## config.mk

```make
export PLATFORM = sky130hd
export DESIGN_NAME = flac_frame_header_parser
export DESIGN_NICKNAME = d
export VERILOG_FILES = /design/src/rtl/fhp_pkg.sv /design/src/rtl/flac_frame_header_parser.sv /design/src/rtl/fhp_parse.sv /design/src/rtl/fhp_out_buf.sv
export SDC_FILE = /design/constraint.sdc
export NUM_CORES = 1
export LEC_CHECK = 0
export BUFFER_PORTS_ARGS = -buffer_cell sky130_fd_sc_hd__buf_2
export CAP_MARGIN = 0
export CORE_MARGIN = 5
export CORE_UTILIZATION = 65
export DETAILED_ROUTE_END_ITERATION = 16
export PLACE_DENSITY = 0.86
export SYNTH_ARGS = -nofsm -noshare
export SYNTH_HDL_FRONTEND = slang
export SYNTH_SLANG_ARGS = --single-unit
```

## constraint.sdc

```tcl
create_clock -name clk -period 10.7 [get_ports clk]
set_clock_uncertainty 0.2 [all_clocks]
set_input_delay 3.21 -clock clk [delete_from_list [all_inputs] [get_ports clk]]
set_output_delay 3.21 -clock clk [all_outputs]
set_load 0.01 [all_outputs]
```

## src/rtl/fhp_pkg.sv

```systemverilog
// Shared types, constants and lookup tables for the frame header parser.
// No dependencies; imported by every module of the block.
package fhp_pkg;

    // byte positions of the header walk
    localparam logic [3:0] POS_SYNC0 = 4'd0;
    localparam logic [3:0] POS_SYNC1 = 4'd1;
    localparam logic [3:0] POS_BYTE2 = 4'd2;
    localparam logic [3:0] POS_BYTE3 = 4'd3;
    localparam logic [3:0] POS_LEAD  = 4'd4;
    localparam logic [3:0] POS_LAST  = 4'd12;
    localparam logic [3:0] POS_IDLE  = 4'd15;

    // longest coded number accepted, in bytes (1 to 7)
    localparam logic [2:0] MAX_NUMBER_BYTES = 3'd7;

    // sync pattern pieces
    localparam logic [7:0] SYNC_BYTE = 8'hFF;
    localparam logic [5:0] SYNC_TAIL = 6'h3E;

    // block size codes that take extension bytes
    localparam logic [3:0] BS_EXT8  = 4'd6;
    localparam logic [3:0] BS_EXT16 = 4'd7;

    // header length limits
    localparam logic [3:0] HDR_LEN_MIN = 4'd5;
    localparam logic [3:0] HDR_LEN_MAX = 4'd13;

    localparam int ResultWidth = 89;
    localparam int OutDataWidth = 96;

    // fixed fields gathered from header bytes 0 to 3
    typedef struct packed {
        logic       number_invalid;
        logic       sync_ok;
        logic       variable_blocking;
        logic       reserved_a;
        logic [7:0] byte2;
        logic [7:0] byte3;
    } fix_t;

    // one parsed header, sync_match in the lowest bits, header_length in the highest
    typedef struct packed {
        logic [3:0]  header_length;
        logic        number_invalid;
        logic [35:0] frame_number;
        logic        reserved_b;
        logic [4:0]  sample_bits;
        logic [3:0]  channel_mode;
        logic [17:0] rate_hz;
        logic [16:0] block_samples;
        logic        variable_blocking;
        logic        reserved_a;
        logic        sync_match;
    } res_t;

    // sample rate table
    function automatic logic [17:0] rate_lookup(input logic [3:0] code);
        logic [17:0] r;
        begin
            unique case (code)
                4'd1:    r = 18'd88200;
                4'd2:    r = 18'd176400;
                4'd3:    r = 18'd192000;
                4'd4:    r = 18'd8000;
                4'd5:    r = 18'd16000;
                4'd6:    r = 18'd22050;
                4'd7:    r = 18'd24000;
                4'd8:    r = 18'd32000;
                4'd9:    r = 18'd44100;
                4'd10:   r = 18'd48000;
                4'd11:   r = 18'd96000;
                default: r = 18'd0;
            endcase
            return r;
        end
    endfunction

    // block size table for the codes without extension bytes
    function automatic logic [16:0] size_lookup(input logic [3:0] code);
        logic [16:0] s;
        begin
            unique case (code)
                4'd1:    s = 17'd192;
                4'd2:    s = 17'd576;
                4'd3:    s = 17'd1152;
                4'd4:    s = 17'd2304;
                4'd5:    s = 17'd4608;
                4'd8:    s = 17'd256;
                4'd9:    s = 17'd512;
                4'd10:   s = 17'd1024;
                4'd11:   s = 17'd2048;
                4'd12:   s = 17'd4096;
                4'd13:   s = 17'd8192;
                4'd14:   s = 17'd16384;
                4'd15:   s = 17'd32768;
                default: s = 17'd0;
            endcase
            return s;
        end
    endfunction

    // bits per sample table
    function automatic logic [4:0] bits_lookup(input logic [2:0] code);
        logic [4:0] b;
        begin
            unique case (code)
                3'd1:    b = 5'd8;
                3'd2:    b = 5'd12;
                3'd4:    b = 5'd16;
                3'd5:    b = 5'd20;
                3'd6:    b = 5'd24;
                default: b = 5'd0;
            endcase
            return b;
        end
    endfunction

    // total coded number length from the lead byte, 0 when not a lead byte
    function automatic logic [2:0] lead_count(input logic [7:0] b);
        logic [2:0] n;
        begin
            if (b[7] == 1'b0)
                n = 3'd1;
            else if (b[7:5] == 3'b110)
                n = 3'd2;
            else if (b[7:4] == 4'b1110)
                n = 3'd3;
            else if (b[7:3] == 5'b11110)
                n = 3'd4;
            else if (b[7:2] == 6'b111110)
                n = 3'd5;
            else if (b[7:1] == 7'b1111110)
                n = 3'd6;
            else if (b == 8'hFE)
                n = 3'd7;
            else
                n = 3'd0;
            return n;
        end
    endfunction

endpackage

```

## src/rtl/flac_frame_header_parser.sv

```systemverilog
// Audio frame header parser, one header byte per beat, one result per header.
// The input byte is registered, walked combinationally and the result registered in fhp_out_buf.
// Throughput: one byte per cycle while the skid of the result buffer is empty.
// Reset (rst_n, asynchronous, active low) clears the valid flags and walk state and arms the
// walk so the next byte is taken as header byte 0.
// Depends on fhp_pkg, fhp_parse and fhp_out_buf.
module flac_frame_header_parser
(
    input  logic        clk,
    input  logic        rst_n,
    input  logic        s_tvalid,
    output logic        s_tready,
    input  logic [7:0]  s_tdata,   // header_byte[7:0]
    input  logic        s_tuser,   // first_byte
    output logic        m_tvalid,
    input  logic        m_tready,
    // sync_match, reserved_a, variable_blocking, block_samples[16:0], rate_hz[17:0],
    // channel_mode[3:0], sample_bits[4:0], reserved_b, frame_number[35:0],
    // number_invalid, header_length[3:0], zero fill
    output logic [95:0] m_tdata
);
    import fhp_pkg::*;

    logic       in_valid_reg;
    logic [7:0] byte_reg;
    logic       first_reg;
    logic       buf_ready;
    logic       step;
    logic       res_valid;
    res_t       res;
    res_t       out_data;

    assign step     = in_valid_reg && buf_ready;
    assign s_tready = !in_valid_reg || buf_ready;

    // input register
    always_ff @(posedge clk or negedge rst_n)
    begin
        if (!rst_n)
            in_valid_reg <= 1'b0;
        else if (s_tready)
            in_valid_reg <= s_tvalid;
    end

    always_ff @(posedge clk)
    begin
        if (s_tready && s_tvalid)
        begin
            byte_reg  <= s_tdata;
            first_reg <= s_tuser;
        end
    end

    // header walk
    fhp_parse u_parse
    (
        .clk         (clk),
        .rst_n       (rst_n),
        .step        (step),
        .header_byte (byte_reg),
        .first_byte  (first_reg),
        .res_valid   (res_valid),
        .res         (res)
    );

    // result register and skid
    fhp_out_buf u_out_buf
    (
        .clk       (clk),
        .rst_n     (rst_n),
        .wr_valid  (res_valid),
        .wr_data   (res),
        .wr_ready  (buf_ready),
        .out_valid (m_tvalid),
        .out_ready (m_tready),
        .out_data  (out_data)
    );

    assign m_tdata = {(OutDataWidth - ResultWidth)'(0), out_data};

endmodule

```

## src/rtl/fhp_parse.sv

```systemverilog
// Header walk: position counter, gathered fields and number accumulators.
// Depends on fhp_pkg; produces one result on the byte that ends a header.
module fhp_parse
(
    input  logic          clk,
    input  logic          rst_n,
    input  logic          step,
    input  logic [7:0]    header_byte,
    input  logic          first_byte,
    output logic          res_valid,
    output fhp_pkg::res_t res
);
    import fhp_pkg::*;

    logic [3:0]  pos_reg, pos_next;
    fix_t        fix_reg, fix_next;
    logic [35:0] num_reg, num_next;
    logic [2:0]  num_left_reg, num_left_next;
    logic [15:0] ext_reg, ext_next;
    logic [1:0]  ext_left_reg, ext_left_next;

    logic [3:0]  pos_cur;
    logic [2:0]  lead_n;
    logic [7:0]  lead_mask;
    logic        num_done;
    logic        emit;
    logic [3:0]  bs_code;
    logic [16:0] bsz;

    assign pos_cur   = first_byte ? POS_SYNC0 : pos_reg;
    assign lead_n    = lead_count(header_byte);
    assign lead_mask = 8'hFF >> ({1'b0, lead_n} + 4'd1);
    assign bs_code   = fix_reg.byte2[7:4];

    // next state of the walk for the byte on the input
    always_comb
    begin
        pos_next      = pos_cur;
        fix_next      = fix_reg;
        num_next      = num_reg;
        num_left_next = num_left_reg;
        ext_next      = ext_reg;
        ext_left_next = ext_left_reg;
        num_done      = 1'b0;
        emit          = 1'b0;
        if (pos_cur == POS_SYNC0)
        begin
            fix_next         = '0;
            fix_next.sync_ok = (header_byte == SYNC_BYTE);
            pos_next         = POS_SYNC1;
        end
        else if (pos_cur == POS_SYNC1)
        begin
            fix_next.sync_ok           = fix_reg.sync_ok && (header_byte[7:2] == SYNC_TAIL);
            fix_next.variable_blocking = header_byte[1];
            fix_next.reserved_a        = header_byte[0];
            pos_next                   = POS_BYTE2;
        end
        else if (pos_cur == POS_BYTE2)
        begin
            fix_next.byte2 = header_byte;
            pos_next       = POS_BYTE3;
        end
        else if (pos_cur == POS_BYTE3)
        begin
            fix_next.byte3 = header_byte;
            pos_next       = POS_LEAD;
        end
        else if (pos_cur == POS_LEAD)
        begin
            if (lead_n == 3'd0 || lead_n > MAX_NUMBER_BYTES)
            begin
                fix_next.number_invalid = 1'b1;
                num_next                = '0;
                num_left_next           = '0;
                num_done                = 1'b1;
            end
            else
            begin
                num_next      = {28'd0, (lead_n == 3'd1) ? header_byte
                                                         : (header_byte & lead_mask)};
                num_left_next = lead_n - 3'd1;
                num_done      = (lead_n == 3'd1);
                pos_next      = POS_LEAD + 4'd1;
            end
        end
        else if (pos_cur != POS_IDLE && pos_cur <= POS_LAST)
        begin
            if (num_left_reg != 3'd0)
            begin
                num_next      = {num_reg[29:0], header_byte[5:0]};
                num_left_next = num_left_reg - 3'd1;
                num_done      = (num_left_reg == 3'd1);
                pos_next      = pos_cur + 4'd1;
            end
            else if (ext_left_reg != 2'd0)
            begin
                ext_next      = {ext_reg[7:0], header_byte};
                ext_left_next = ext_left_reg - 2'd1;
                emit          = (ext_left_reg == 2'd1);
                pos_next      = pos_cur + 4'd1;
            end
            else
            begin
                pos_next = POS_IDLE;
            end
        end
        else
        begin
            pos_next = POS_IDLE;
        end

        // number complete: set up extension bytes or finish
        if (num_done)
        begin
            ext_next = '0;
            if (bs_code == BS_EXT8)
                ext_left_next = 2'd1;
            else if (bs_code == BS_EXT16)
                ext_left_next = 2'd2;
            else
                ext_left_next = 2'd0;
            emit     = (bs_code != BS_EXT8) && (bs_code != BS_EXT16);
            pos_next = pos_cur + 4'd1;
        end
        if (emit)
            pos_next = POS_IDLE;
    end

    // block size from table or extension value plus one
    always_comb
    begin
        if (bs_code == BS_EXT8)
            bsz = {9'd0, ext_next[7:0]} + 17'd1;
        else if (bs_code == BS_EXT16)
            bsz = {1'b0, ext_next} + 17'd1;
        else
            bsz = size_lookup(bs_code);
    end

    // result fields
    assign res_valid = step && emit;
    always_comb
    begin
        res.sync_match        = fix_next.sync_ok;
        res.reserved_a        = fix_next.reserved_a;
        res.variable_blocking = fix_next.variable_blocking;
        res.block_samples     = bsz;
        res.rate_hz           = rate_lookup(fix_next.byte2[3:0]);
        res.channel_mode      = fix_next.byte3[7:4];
        res.sample_bits       = bits_lookup(fix_next.byte3[3:1]);
        res.reserved_b        = fix_next.byte3[0];
        res.frame_number      = fix_next.number_invalid ? 36'd0 : num_next;
        res.number_invalid    = fix_next.number_invalid;
        res.header_length     = pos_cur + 4'd1;
    end

    // walk state
    always_ff @(posedge clk or negedge rst_n)
    begin
        if (!rst_n)
        begin
            pos_reg      <= POS_SYNC0;
            fix_reg      <= '0;
            num_reg      <= '0;
            num_left_reg <= '0;
            ext_reg      <= '0;
            ext_left_reg <= '0;
        end
        else if (step)
        begin
            pos_reg      <= pos_next;
            fix_reg      <= fix_next;
            num_reg      <= num_next;
            num_left_reg <= num_left_next;
            ext_reg      <= ext_next;
            ext_left_reg <= ext_left_next;
        end
    end

`ifndef NO_ASSERTIONS
    // position only ever holds a header byte index or idle
    a_pos_range: assert property (@(posedge clk) disable iff (!rst_n)
        pos_reg <= POS_LAST || pos_reg == POS_IDLE)
        else $error("header position out of range");

    // a finished header reports a plausible length
    a_len_range: assert property (@(posedge clk) disable iff (!rst_n)
        res_valid |-> (res.header_length >= HDR_LEN_MIN && res.header_length <= HDR_LEN_MAX))
        else $error("header length out of range");

    // the walk goes idle after a result
    a_idle_after: assert property (@(posedge clk) disable iff (!rst_n)
        res_valid |=> pos_reg == POS_IDLE)
        else $error("parser not idle after result");
`endif

endmodule

```

## src/rtl/fhp_out_buf.sv

```systemverilog
// Result register with a skid stage behind it for the master-side stream.
// Depends on fhp_pkg for the result type.
module fhp_out_buf
(
    input  logic          clk,
    input  logic          rst_n,
    input  logic          wr_valid,
    input  fhp_pkg::res_t wr_data,
    output logic          wr_ready,
    output logic          out_valid,
    input  logic          out_ready,
    output fhp_pkg::res_t out_data
);
    import fhp_pkg::*;

    logic out_valid_reg;
    res_t out_data_reg;
    logic skid_valid_reg;
    res_t skid_data_reg;
    logic out_free;

    assign wr_ready  = !skid_valid_reg;
    assign out_valid = out_valid_reg;
    assign out_data  = out_data_reg;
    assign out_free  = !out_valid_reg || out_ready;

    // valid flags
    always_ff @(posedge clk or negedge rst_n)
    begin
        if (!rst_n)
        begin
            out_valid_reg  <= 1'b0;
            skid_valid_reg <= 1'b0;
        end
        else if (out_free)
        begin
            out_valid_reg  <= skid_valid_reg || wr_valid;
            skid_valid_reg <= 1'b0;
        end
        else if (wr_valid)
        begin
            skid_valid_reg <= 1'b1;
        end
    end

    // payload
    always_ff @(posedge clk)
    begin
        if (out_free)
        begin
            out_data_reg <= skid_valid_reg ? skid_data_reg : wr_data;
        end
        else if (wr_valid)
        begin
            skid_data_reg <= wr_data;
        end
    end

`ifndef NO_ASSERTIONS
    // skid only fills behind a held result
    a_skid_order: assert property (@(posedge clk) disable iff (!rst_n)
        skid_valid_reg |-> out_valid_reg)
        else $error("skid holds data while output empty");

    // no write while the skid is full
    a_no_overflow: assert property (@(posedge clk) disable iff (!rst_n)
        !(wr_valid && skid_valid_reg))
        else $error("result buffer overflow");

    // a stalled result with a new write lands in the skid
    a_skid_fill: assert property (@(posedge clk) disable iff (!rst_n)
        (out_valid_reg && !out_ready && wr_valid) |=> skid_valid_reg)
        else $error("result lost on stall");
`endif

endmodule
```

# Yosys cells after proc, flatten, opt, wreduce, memory -nomap -nowiden
# Memories as Yosys holds them, arrays and structs flattened.
# Cells that the tools add are included.
# word_totals
reg_bits,271
rom_bits,432
inputBits,13
output_inout_bits,98
elab_cells,202
memories,2
# memory_table
name,depth,word_bits,read_ports,rd_clocked_by_memory_dff,wr,line,text
(no name shown),16,17,1,0,0,fhp_pkg.sv:61,unique case (code)
(no name shown),16,10,1,0,0,fhp_pkg.sv:83,unique case (code)
# classes
add_sub_neg,7
n_lt_le_gt_ge,2
n_eq_ne,31
n_shift,1
mux,87
n_bitwise,6
n_reduce_logical,27
# op_table
op,count
36-bit two-way mux,8
16-bit two-way mux,10
89-bit two-way mux,1
4-bit two-way mux,12
8-bit two-way mux,5
3-bit two-way mux,12
17-bit two-way mux,2
5-bit case mux with 5 select lines,1
1-bit two-way mux,24
2-bit two-way mux,11
20-bit two-way mux,1
16-bit by 1-bit adder with 17-bit output (second input constant),1
8-bit equality test (second input constant),2
2-bit by 1-bit inequality test with 1-bit output (second input constant),7
2-bit nonzero test,7
3-bit equality test (second input constant),4
4-bit by 3-bit equality test with 1-bit output (second input constant),3
8-bit by 1-bit adder with 9-bit output (second input constant),1
3-bit by 1-bit equality test with 1-bit output (second input constant),3
9-bit AND reduction,1
8-bit bitwise AND,1
4-bit by 2-bit equality test with 1-bit output (second input constant),2
4-bit by 3-bit inequality test with 1-bit output (second input constant),2
8-bit by 4-bit >> shifter with 8-bit output (first input constant),1
other kinds (24),39

# Longest topological paths before layout
# Gate-level depths: netlist (run 1).
# logic_depth
ltp_word,21
depth_mapped,21
mapped_depth_nobuf,16

# Hierarchy
# Synthesis (run 1) repeated with hierarchy kept, for this count alone.
# unflattened
hier_cells,1015
hier_area_um2,13170.1
# modules_own_cells
module,instances,cells_per_inst,area_per_inst_um2,seq_area_each_um2
fhp_out_buf,1,286,6947.9,5395.2
fhp_parse,1,707,5835.6,2026.9
flac_frame_header_parser,1,22,386.6,295.3

# Worst setup path before layout (run 1)
# OpenSTA, ideal clock, no wires.
# synth_timing
path_type,input to register
startpoint,input port m_tready
endpoint,"register u_out_buf.skid_data_reg[0] (netlist name), enable pin"
setup_ps,529
arrival_ps,9051
required_time_ps,9971
slack_ps,920
path_stages,2
n_path_buf,0
path_cell_list,nand2b_1 -> nor2_1
# synth_via
elab_chain_cells,3
# synth_rtl
item,line,text
from (decl),flac_frame_header_parser.sv:16,"input logic m_tready,"
1-bit logical OR,fhp_out_buf.sv:25,assign out_free = !out_valid_reg || out_ready;
1-bit inverter (no line),--,
2-bit AND reduction (no line),--,
to (signal assigned),fhp_out_buf.sv:55,skid_data_reg <= wr_data;
to (decl),fhp_out_buf.sv:19,res_t skid_data_reg;
# No other way between the ends.
# A chain may end at the register's enable or synchronous reset.

==> results_dict.tcl, run 1 <==
set metrics [dict create \
    status "completed" \
    ffs_latches_synth 263 \
    most_used_standard_cell_by_instance_count_after_synthesis "nand2_1" \
    wl_mm 30.0 \
    worst_ep_required_time_ns 10.79 \
    cts_buffers 26 \
    synth.cell_area_um2 12800 \
    design.core.area_um2 19400 \
    max-slew-margin-rel_pct 32.1 \
    antenna_left 0 \
    num-nets-final 1230 \
    setup-violations-final 0 \
    die_area_um2 22500 \
    power_density_nw_per_um2 241 \
    grt_pass1_wl_mm 47.1 \
    synth.yosys.seq_area_share_pct 58.6 \
    die_h_um 150 \
    fin_total_pwr_w 0.00347 \
    drive_gt1_share_pct 20.2 \
    num_io_pins 111 \
    synth-async-reset-ratio_pct 31.9 \
    synthDominantCellAreaShare_pct 42.1 \
    drt_drc_violations_left 0 \
    fp-row-count 51 \
    timing.critical_path.from_type "flip-flop" \
    timing.critical_path.max_delay_family "simple AND/OR/NAND/NOR gates" \
    cts_resized 0 \
    gp_congestion 0.954 \
    synth_edf_count 179 \
    post_synth.cell_area_avg_um2 11.3 \
    filler_cell_count 1342 \
    via_count 9106 \
    fin_crit_sh_pct 52.5 \
    largest_net_degree_at_the_start_of_global_routing 71 \
    slew_viol_final 0 \
    routed_via_density 6.15 \
    cp_slowest_cell "nor2_1" \
    synthCells 1131 \
    worstPathArrival_ns 5.71 \
    fin_setup_tns_ns 0 \
    postCtsSetupBuffers 0 \
    routed_wire_length_per_instance_um 20.2 \
    antennaDiodeCount 0 \
    top_ff_cell_synth "edfxtp_1" \
    ys_types 75 \
    maxCapViolations 0 \
    track_usage_pct 26.4 \
    finalCoreUtilization_pct 74.0 \
    tritoncts "done" \
    worstMarginPinSlew_ns 1.02 \
    vdd_drop_max_mv 0.145 \
    max-clock-path-buffers 3 \
    dr.first_iter.drc_count 788 \
    cp_cell_sequence "nand2b_1, ha_1, nor4bb_2, buf_4, or3_4, nor2_1, nand2_1, a21oi_1, ha_1, nand3_1, or3_4, and2_4, or3_4, or4_1, and4_1" \
    ys_top_cells_by_count "nand2_1, edfxtp_1, dfrtp_1" \
    cts-root-buf "clkbuf_16" \
    clock-sinks 263 \
    max_freq_ghz 0.178 \
    number_of_hold_violations_in_the_final_report 0 \
    synth_warnings 0 \
    synth_top_cell_by_area "edfxtp_1" \
    floorplan.initialDensity_pct 65.8 \
    globalRouteOverflowTotal 0 \
    port_buffer_count 100 \
    worstPathBufferInverterCount 1 \
    clkTransAtPathRegs_ns 0.06 \
    timing.final.crit_period_ns 5.62 \
    syn2layout_area_growth_pct 12.6 \
    grt_pass1_vias 8739 \
    worst_skew_pair.late_latency_ns 0.54 \
    antenna_found_initial 0 \
    die_width_um 150 \
    synthTopCellsByArea "edfxtp_1, dfrtp_1, nand2_1" \
    cts_htree_levels 1 \
    critical_path.max_stage_delay_ns 0.67 \
    drt_first_pass_iters 6 \
    cp_class "flip-flop to flip-flop" \
    ctsHoldBuffers 0 \
    setup_repair_after_global_routing_missed_its_margin "false" \
    dp_hpwl_mm 19.8 \
    worst-path-max-fanout 18 \
    leakage_power_total_nw 6.20 \
    worst_path_most_repeated_cell "or3_4" \
    holdCritPathClass "flip-flop to flip-flop" \
    critical_path.endpoint_type "flip-flop" \
]
per-stage QoR:
step / cells / setup slack, ns / hold slack (ns) / cell area, um^2
global placement: 1432 / 5.06 / 0.256 / 13400
CTS: 1480 / 5.10 / 0.284 / 14400
finish: 1480 / 5.08 / 0.283 / 14400
global route: 1480 / 4.81 / 0.308 / 14400
floorplan: 1140 / 0.920 / 0.244 / 12800
detailed placement: 1432 / 5.05 / 0.267 / 13400
tightest hold or removal path: cells and delay by family (launching register included):
kind            cells  cell delay (ns)
flops               1             0.34
compound gates      1             0.06
simple gates        1             0.05
area by class of cell:
class                   count  area [um^2]  area share, %
well taps                 265          332           2.31
flip-flops and latches    263         7480           52.1
clock inverters            19          323           2.25
repair buffers            114          608           4.23
multi-input cells         764         4850           33.8
inverters                  26         97.6          0.680
clock buffers              29          672           4.68
report_power, final:
group	switching, W	internal [W]	total, W
sequential	0.000143	0.00133	0.00148
clock	0.000396	0.000650	0.00105
combinational	0.000593	0.000349	0.000942
total	0.00113	0.00233	0.00347
final timing paths:
kind	startpoint	end	slack (ns)	cells past startpoint
setup / recovery	first_reg	u_out_buf.skid_data_reg[15]	5.08	15
hold / removal	u_parse.fix_reg[9]	u_parse.fix_reg[9]	0.28	2
setup reg to reg	first_reg	u_out_buf.skid_data_reg[15]	5.08	15
hold reg to reg	u_parse.fix_reg[9]	u_parse.fix_reg[9]	0.28	2
max in group asynchronous	rst_n	u_parse.num_reg[11]	6.82	2
min in group asynchronous	rst_n	u_parse.pos_reg[1]	2.37	1
routing by layer:
metal / vias to the layer above / GRT usage [%] / wire, um
met4: 0 / 8.33 / 890
met5: - / 0 / 0
met1: 4412 / 37.8 / 12600
met2: 393 / 42.2 / 14200
li1: 4231 / - / -
met3: 70 / 4.27 / 2270
cell families after synthesis:
kind of cell / synth area share [%]
XOR/XNOR: 0.961
AND/OR/NAND/NOR: 13.9
other: 0.0294
multiplexers: 7.34
flip-flops: 58.6
AO/OA/AOI/OAI: 13.2
buffers and inverters: 3.85
adder cells (fa/ha/maj): 2.16
cell usage in the layout (no fill, tap or decap), drive strengths merged, types with 4 or more instances in the layout:
cell type,synthesis,layout
a31oi,4,4
nand2,185,185
nor2b,6,6
edfxtp,179,179
bufinv,0,8
nand3,30,30
buf,26,114
clkinv,1,7
ha,22,22
a211oi,4,4
o21a,7,7
or4,6,6
xor2,6,6
conb,1,10
clkbuf,61,29
nor2,71,71
nand2b,15,15
o211ai,9,9
xnor2,8,8
inv,25,28
and2,12,12
or3,8,8
o31ai,20,20
or2,9,9
a21oi,57,57
nor3,14,14
o22ai,11,11
o21ai,57,57
a22o,42,42
dfrtp,84,84
mux2i,26,26
and4,4,4
mux2,60,60
a22oi,4,4
and3,10,10
(Power assumes the default switching activity.)
==> run 2: changes to the inputs <==
--- a/config.mk
+++ b/config.mk
@@ -5,12 +5,13 @@
 export SDC_FILE = /design/constraint.sdc
 export NUM_CORES = 1
 export LEC_CHECK = 0
+export ABC_AREA = 1
 export BUFFER_PORTS_ARGS = -buffer_cell sky130_fd_sc_hd__buf_2
 export CAP_MARGIN = 0
 export CORE_MARGIN = 5
-export CORE_UTILIZATION = 65
+export CORE_UTILIZATION = 54
 export DETAILED_ROUTE_END_ITERATION = 16
-export PLACE_DENSITY = 0.86
+export PLACE_DENSITY = 0.76
 export SYNTH_ARGS = -nofsm -noshare
 export SYNTH_HDL_FRONTEND = slang
 export SYNTH_SLANG_ARGS = --single-unit
==> constraint.sdc (replaced) <==
create_clock -name clk -period 5.1 [get_ports clk]
set_clock_uncertainty 0.2 [all_clocks]
set_input_delay 1.53 -clock clk [delete_from_list [all_inputs] [get_ports clk]]
set_output_delay 1.53 -clock clk [all_outputs]
set_load 0.01 [all_outputs]
==> results_dict.tcl, run 2 <==
set metrics [dict create \
    status "completed" \
    intPower_w 0.00523 \
    largest_net_degree_at_the_start_of_global_routing 101 \
    timing.final.crit_period_ns 4.14 \
    design.core.area_um2 23300 \
    synth.yosys.seq_area_share_pct 58.7 \
    ffs_latches_synth 263 \
    cts_htree_levels 1 \
    worstMarginPinSlew_ns 1.03 \
    synthDominantCellAreaShare_pct 42.2 \
    die_width_um 164 \
    dr.first_iter.drc_count 846 \
    met2_use_gr_pct 36.6 \
    drt_first_pass_iters 8 \
    routed_wire_length_per_instance_um 16.4 \
    cell_count_after_placement 1715 \
    placement.setup.worst_slack_ns 1.02 \
    port_buffer_count 100 \
    timing.rr.end "u_out_buf.out_data[13]" \
    p_seq_share_pct 40.4 \
    num-nets-final 1459 \
    via_count 9452 \
    floorplan.initialDensity_pct 54.6 \
    grt_pass1_wl_mm 47.2 \
    leakage_power_total_nw 6.52 \
    maxCapViolations 0 \
    reg2reg_setup_slack_ns 0.96 \
    worst-path-max-fanout 25 \
    finalWorstSetupSlack_ns 0.963 \
    r2r_cell_count 19 \
    routed_via_density 5.36 \
    synthTopCellsByArea "edfxtp_1, dfrtp_1, nand2_1" \
    cts_buffers 26 \
    synthCells 1338 \
    critical_path.endpoint_type "flip-flop" \
    p_comb_share_pct 36.3 \
    worstPathArrival_ns 4.17 \
    max-slew-margin-rel_pct 31.6 \
    synth_warnings 0 \
    die_area_um2 26800 \
    cp_class "flip-flop to flip-flop" \
    antenna_left 0 \
    track_usage_pct 21.9 \
    worst_skew_pair.late_latency_ns 0.52 \
    antenna_found_initial 0 \
    synth_edf_count 179 \
    max-clock-path-buffers 3 \
    tritoncts "done" \
    wl_mm 28.9 \
    final_non_filler_cell_total 1763 \
    slew_viol_final 0 \
    clockPowerShare_pct 23.4 \
    number_of_hold_violations_in_the_final_report 0 \
    cts_resized 0 \
    clkTransAtPathRegs_ns 0.06 \
    drt_drc_violations_left 0 \
    postCtsSetupBuffers 0 \
    num_io_pins 111 \
    fin_crit_sh_pct 81.1 \
    synth-async-reset-ratio_pct 31.9 \
    use_met3_pct 3.26 \
    fp-row-count 56 \
    drive_gt1_share_pct 16.3 \
    synth.cell_area_um2 12700 \
    setup.worst_path.end "u_out_buf.out_data[13]" \
    setup.worst_path.start "first_reg" \
    post_synth.cell_area_avg_um2 9.52 \
    ys_types 59 \
    gp_congestion 0.940 \
    antennaDiodeCount 0 \
    setup_repair_after_global_routing_missed_its_margin "false" \
    mostFrequentLayoutCells "nand2_1, edfxtp_1, inv_1" \
    ctsHoldBuffers 0 \
    r2r-start "first_reg" \
    switchingPower_w 0.00311 \
    power_density_nw_per_um2 581 \
    most_used_standard_cell_by_instance_count_after_synthesis "nand2_1" \
    dp_hpwl_mm 19.8 \
    timing.critical_path.from_type "flip-flop" \
    syn2layout_area_growth_pct 12.8 \
    filler_cell_count 1933 \
    setup-violations-final 0 \
    place_area_um2 13500 \
    design_area_um2 14400 \
    globalRouteOverflowTotal 0 \
    fin_setup_tns_ns 0 \
    worst_ep_required_time_ns 5.13 \
    max_freq_ghz 0.242 \
    top_ff_cell_synth "edfxtp_1" \
    grt_use_met1_pct 30.7 \
    grt_pass1_vias 9152 \
    switching_share_pct 37.3 \
    synth_top_cell_by_area "edfxtp_1" \
    die_h_um 164 \
    ys_top_cells_by_count "nand2_1, edfxtp_1, inv_1" \
    vdd_drop_max_mv 0.226 \
    grt-busiest-layer "met2" \
    cts-root-buf "clkbuf_16" \
    holdCritPathClass "flip-flop to flip-flop" \
    clock-sinks 263 \
    most_frequent_standard_cell_in_the_layout_excluding_fill_and_tap_cells "nand2_1" \
]
## run 2: area by class of cell
type,instances,area [um^2],share of cell area [%]
flip-flops and latches,263,7480,52.1
inverters,143,539,3.76
well taps,319,399,2.78
multi-input cells,877,4450,31.0
clock buffers,33,718,5.00
repair buffers,113,613,4.27
clock inverters,15,166,1.16
## run 2: routing by layer
layer / wire length [um] / vias up / share of wire [%]
met5: 0 / - / 0
met4: 528 / 0 / 1.8
met3: 1860 / 45 / 6.5
met2: 13700 / 297 / 47
met1: 12800 / 4488 / 44
li1: - / 4622 / -
## run 2: through the flow
step | total power (W) | hold WS [ns] | utilization, %
floorplan | 0.00548 | 0.244 | -
finish | 0.00834 | 0.285 | 61.6
CTS | 0.00839 | 0.283 | 61.6
global route | 0.00892 | 0.314 | 61.6
global placement | 0.00634 | 0.259 | 57.8
detailed placement | 0.00641 | 0.268 | 57.8
## run 2: power groups by stage
stage,Combinational (W),Clock [W],Sequential (W)
floorplan,0.00199,0,0.00350
global placement,0.00294,0,0.00339
detailed placement,0.00301,0,0.00340
CTS,0.00304,0.00198,0.00337
global route,0.00343,0.00207,0.00342
finish,0.00302,0.00195,0.00337
## run 2: cells by family after synthesis
group,after synthesis,share of synthesized area [%]
compound gates,233,11.2
flops,263,58.7
buf+inv,207,6.77
other cells,1,0.0294
mux,2,0.177
xor+xnor,7,0.481
fa+ha+maj,22,2.16
simple gates,603,20.4
## run 2: how the worst min path moves through the flow
stage,start,end,slack [ns],cells past startpoint
2_1_floorplan,u_parse.fix_reg[17],u_parse.fix_reg[17],0.24,2
3_3_place_gp,u_parse.fix_reg[1],u_parse.fix_reg[1],0.26,2
3_5_place_dp,u_parse.fix_reg[0],u_parse.fix_reg[0],0.27,2
4_1_cts,u_parse.fix_reg[0],u_parse.fix_reg[0],0.28,2
5_1_grt,u_parse.fix_reg[17],u_parse.fix_reg[17],0.31,2
6_report,u_parse.fix_reg[0],u_parse.fix_reg[0],0.28,2
## run 2: critical path: stages (launching register included)
cell      delay [ns]
edfxtp_1        0.47
nor2_1          0.41
inv_1           0.17
ha_1            0.27
nand3_2         0.10
buf_4           0.27
nand2_2         0.16
nor2_8          0.24
nand2_8         0.18
o21ai_2         0.21
nand2_1         0.09
inv_1           0.09
ha_1            0.20
nand2_1         0.08
nor2_2          0.22
nand3_1         0.14
nand3_1         0.10
nand3_1         0.07
nand2_1         0.11
o21bai_1        0.06
==> run 3: changes to the inputs <==
--- a/config.mk
+++ b/config.mk
@@ -9,9 +9,9 @@
 export BUFFER_PORTS_ARGS = -buffer_cell sky130_fd_sc_hd__buf_2
 export CAP_MARGIN = 0
 export CORE_MARGIN = 5
-export CORE_UTILIZATION = 54
+export CORE_UTILIZATION = 60
 export DETAILED_ROUTE_END_ITERATION = 16
-export PLACE_DENSITY = 0.76
+export PLACE_DENSITY = 0.8
 export SYNTH_ARGS = -nofsm -noshare
 export SYNTH_HDL_FRONTEND = slang
 export SYNTH_SLANG_ARGS = --single-unit
==> constraint.sdc (replaced) <==
create_clock -name clk -period 4.2 [get_ports clk]
set_clock_uncertainty 0.2 [all_clocks]
set_input_delay 1.26 -clock clk [delete_from_list [all_inputs] [get_ports clk]]
set_output_delay 1.26 -clock clk [all_outputs]
set_load 0.01 [all_outputs]
==> results_dict.tcl, run 3 (same netlist as run 2, synthesis figures left out) <==
set metrics [dict create \
    floorplan.initialDensity_pct 60.8 \
    tritoncts "done" \
    filler_cell_count 1613 \
    routed_via_density 5.59 \
    mostFrequentLayoutCells "nand2_1, edfxtp_1, inv_1" \
    max-slew-margin-rel_pct 28.6 \
    vdd_drop_max_mv 0.403 \
    syn2layout_area_growth_pct 12.4 \
    setup-violations-final 0 \
    globalRouteOverflowTotal 0 \
    p_comb_share_pct 37.2 \
    most_frequent_standard_cell_in_the_layout_excluding_fill_and_tap_cells "nand2_1" \
    worst_skew_pair.late_latency_ns 0.52 \
    maxCapViolations 0 \
    ctsHoldBuffers 0 \
    timing.hold.worst_endpoint "u_parse.fix_reg[7]" \
    status "completed" \
    hold_depth 2 \
    fin_total_pwr_w 0.0101 \
    largest_net_degree_at_the_start_of_global_routing 103 \
    r2r_cell_count 18 \
    drt_first_pass_iters 6 \
    clock-sinks 263 \
    intPower_w 0.00627 \
    dr.first_iter.drc_count 1013 \
    multiInputGateArea_um2 4450 \
    timing.final.crit_period_ns 3.82 \
    r2r-start "first_reg" \
    switching_share_pct 37.8 \
    grt_pass1_vias 9102 \
    number_of_hold_violations_in_the_final_report 0 \
    fin_crit_sh_pct 91.0 \
    max-clock-path-buffers 3 \
    fin_setup_tns_ns 0 \
    track_usage_pct 24.3 \
    setup_repair_after_global_routing_missed_its_margin "false" \
    die_width_um 156 \
    antenna_left 0 \
    reg2reg_setup_slack_ns 0.38 \
    power_density_nw_per_um2 703 \
    drt_drc_violations_left 0 \
    critical_path.endpoint_type "flip-flop" \
    fp-row-count 53 \
    cts_buffers 26 \
    slew_viol_final 0 \
    worstPathArrival_ns 3.86 \
    leakage_power_total_nw 6.55 \
    cp_class "flip-flop to flip-flop" \
    timing.rr.end "u_out_buf.out_data[13]" \
    die_area_um2 24200 \
    p_seq_share_pct 40.6 \
    cts_htree_levels 1 \
    grt_pass1_wl_mm 47.8 \
    num-nets-final 1467 \
    seq_area_um2 7480 \
    worst_ep_required_time_ns 4.24 \
    timing.critical_path.from_type "flip-flop" \
    worstHoldStart "u_parse.fix_reg[7]" \
    drive_gt1_share_pct 16.3 \
    num_io_pins 111 \
    dp_hpwl_mm 20.9 \
    clockPowerShare_pct 22.2 \
    switchingPower_w 0.00380 \
    antenna_found_initial 0 \
    clkTransAtPathRegs_ns 0.06 \
    wl_mm 29.4 \
    die_h_um 156 \
    port_buffer_count 100 \
    cts_resized 0 \
    via_count 9643 \
    postCtsSetupBuffers 0 \
    routed_wire_length_per_instance_um 17.1 \
    antennaDiodeCount 0 \
    max_freq_ghz 0.262 \
    worst-path-max-fanout 24 \
    gp_congestion 0.941 \
    design.core.area_um2 21000 \
    cts-root-buf "clkbuf_16" \
    worstMarginPinSlew_ns 1.06 \
    holdCritPathClass "flip-flop to flip-flop" \
]
run 3: area by class of cell:
type	count	share of cell area [%]
clock inverters	6	0.192
flip-flops and latches	263	52.2
clock buffers	41	5.52
well taps	275	2.40
inverters	143	3.77
multi-input cells	877	31.1
repair buffers	121	4.79
run 3: layer usage:
| layer | track usage [%] | wire (um) | vias up |
|---|---|---|---|
| met5 | 0 | 0 | - |
| met4 | 5.67 | 644 | 0 |
| met3 | 3.58 | 2350 | 52 |
| met2 | 39.2 | 13800 | 380 |
| met1 | 35.4 | 12700 | 4568 |
| li1 | - | - | 4643 |
run 3: worst max-delay path, cell delays in order (launching register included):
cell and delay [ns]:
edfxtp_1 0.47, nor2_1 0.39, inv_1 0.17, ha_1 0.27
nand3_2 0.12, buf_4 0.29, a21oi_1 0.11, nand2_1 0.12
buf_4 0.27, nand2_1 0.10, inv_1 0.08, ha_1 0.19
nand2_1 0.08, nor2_2 0.22, nand3_1 0.14, nand3_1 0.09
nand3_1 0.08, nand2_1 0.08, o21bai_1 0.06
run 3: how the worst max path moves through the flow:
stage	startpoint	to	slack (ns)	cells past startpoint
after detailed placement	first_reg	u_out_buf.out_data[13]	0.45	18
after CTS	first_reg	u_out_buf.out_data[13]	0.42	18
after floorplan	byte_reg[2]	u_out_buf.skid_data_reg[0]	0.05	15
after global routing	first_reg	u_out_buf.out_data[62]	0.07	16
after global placement	first_reg	u_out_buf.out_data[13]	0.54	18
final	first_reg	u_out_buf.out_data[13]	0.38	18
run 3: power groups by stage:
stage / sequential, W / clock (W) / combinational, W
after floorplan: 0.00425 / 0 / 0.00241
after global placement: 0.00411 / 0 / 0.00362
after detailed placement: 0.00413 / 0 / 0.00372
after CTS: 0.00409 / 0.00226 / 0.00375
after global routing: 0.00415 / 0.00237 / 0.00420
final: 0.00409 / 0.00223 / 0.00375
run 3: stage by stage:
step,hold slack [ns],instance area (um^2),setup WS (ns),std cells,utilization [%]
after floorplan,0.244,12800,0.0482,1347,-
after global placement,0.262,13500,0.542,1679,64.4
after detailed placement,0.271,13500,0.446,1679,64.4
after CTS,0.286,14300,0.415,1726,68.3
after global routing,0.313,14300,0.0704,1726,68.3
final,0.279,14300,0.380,1726,68.3
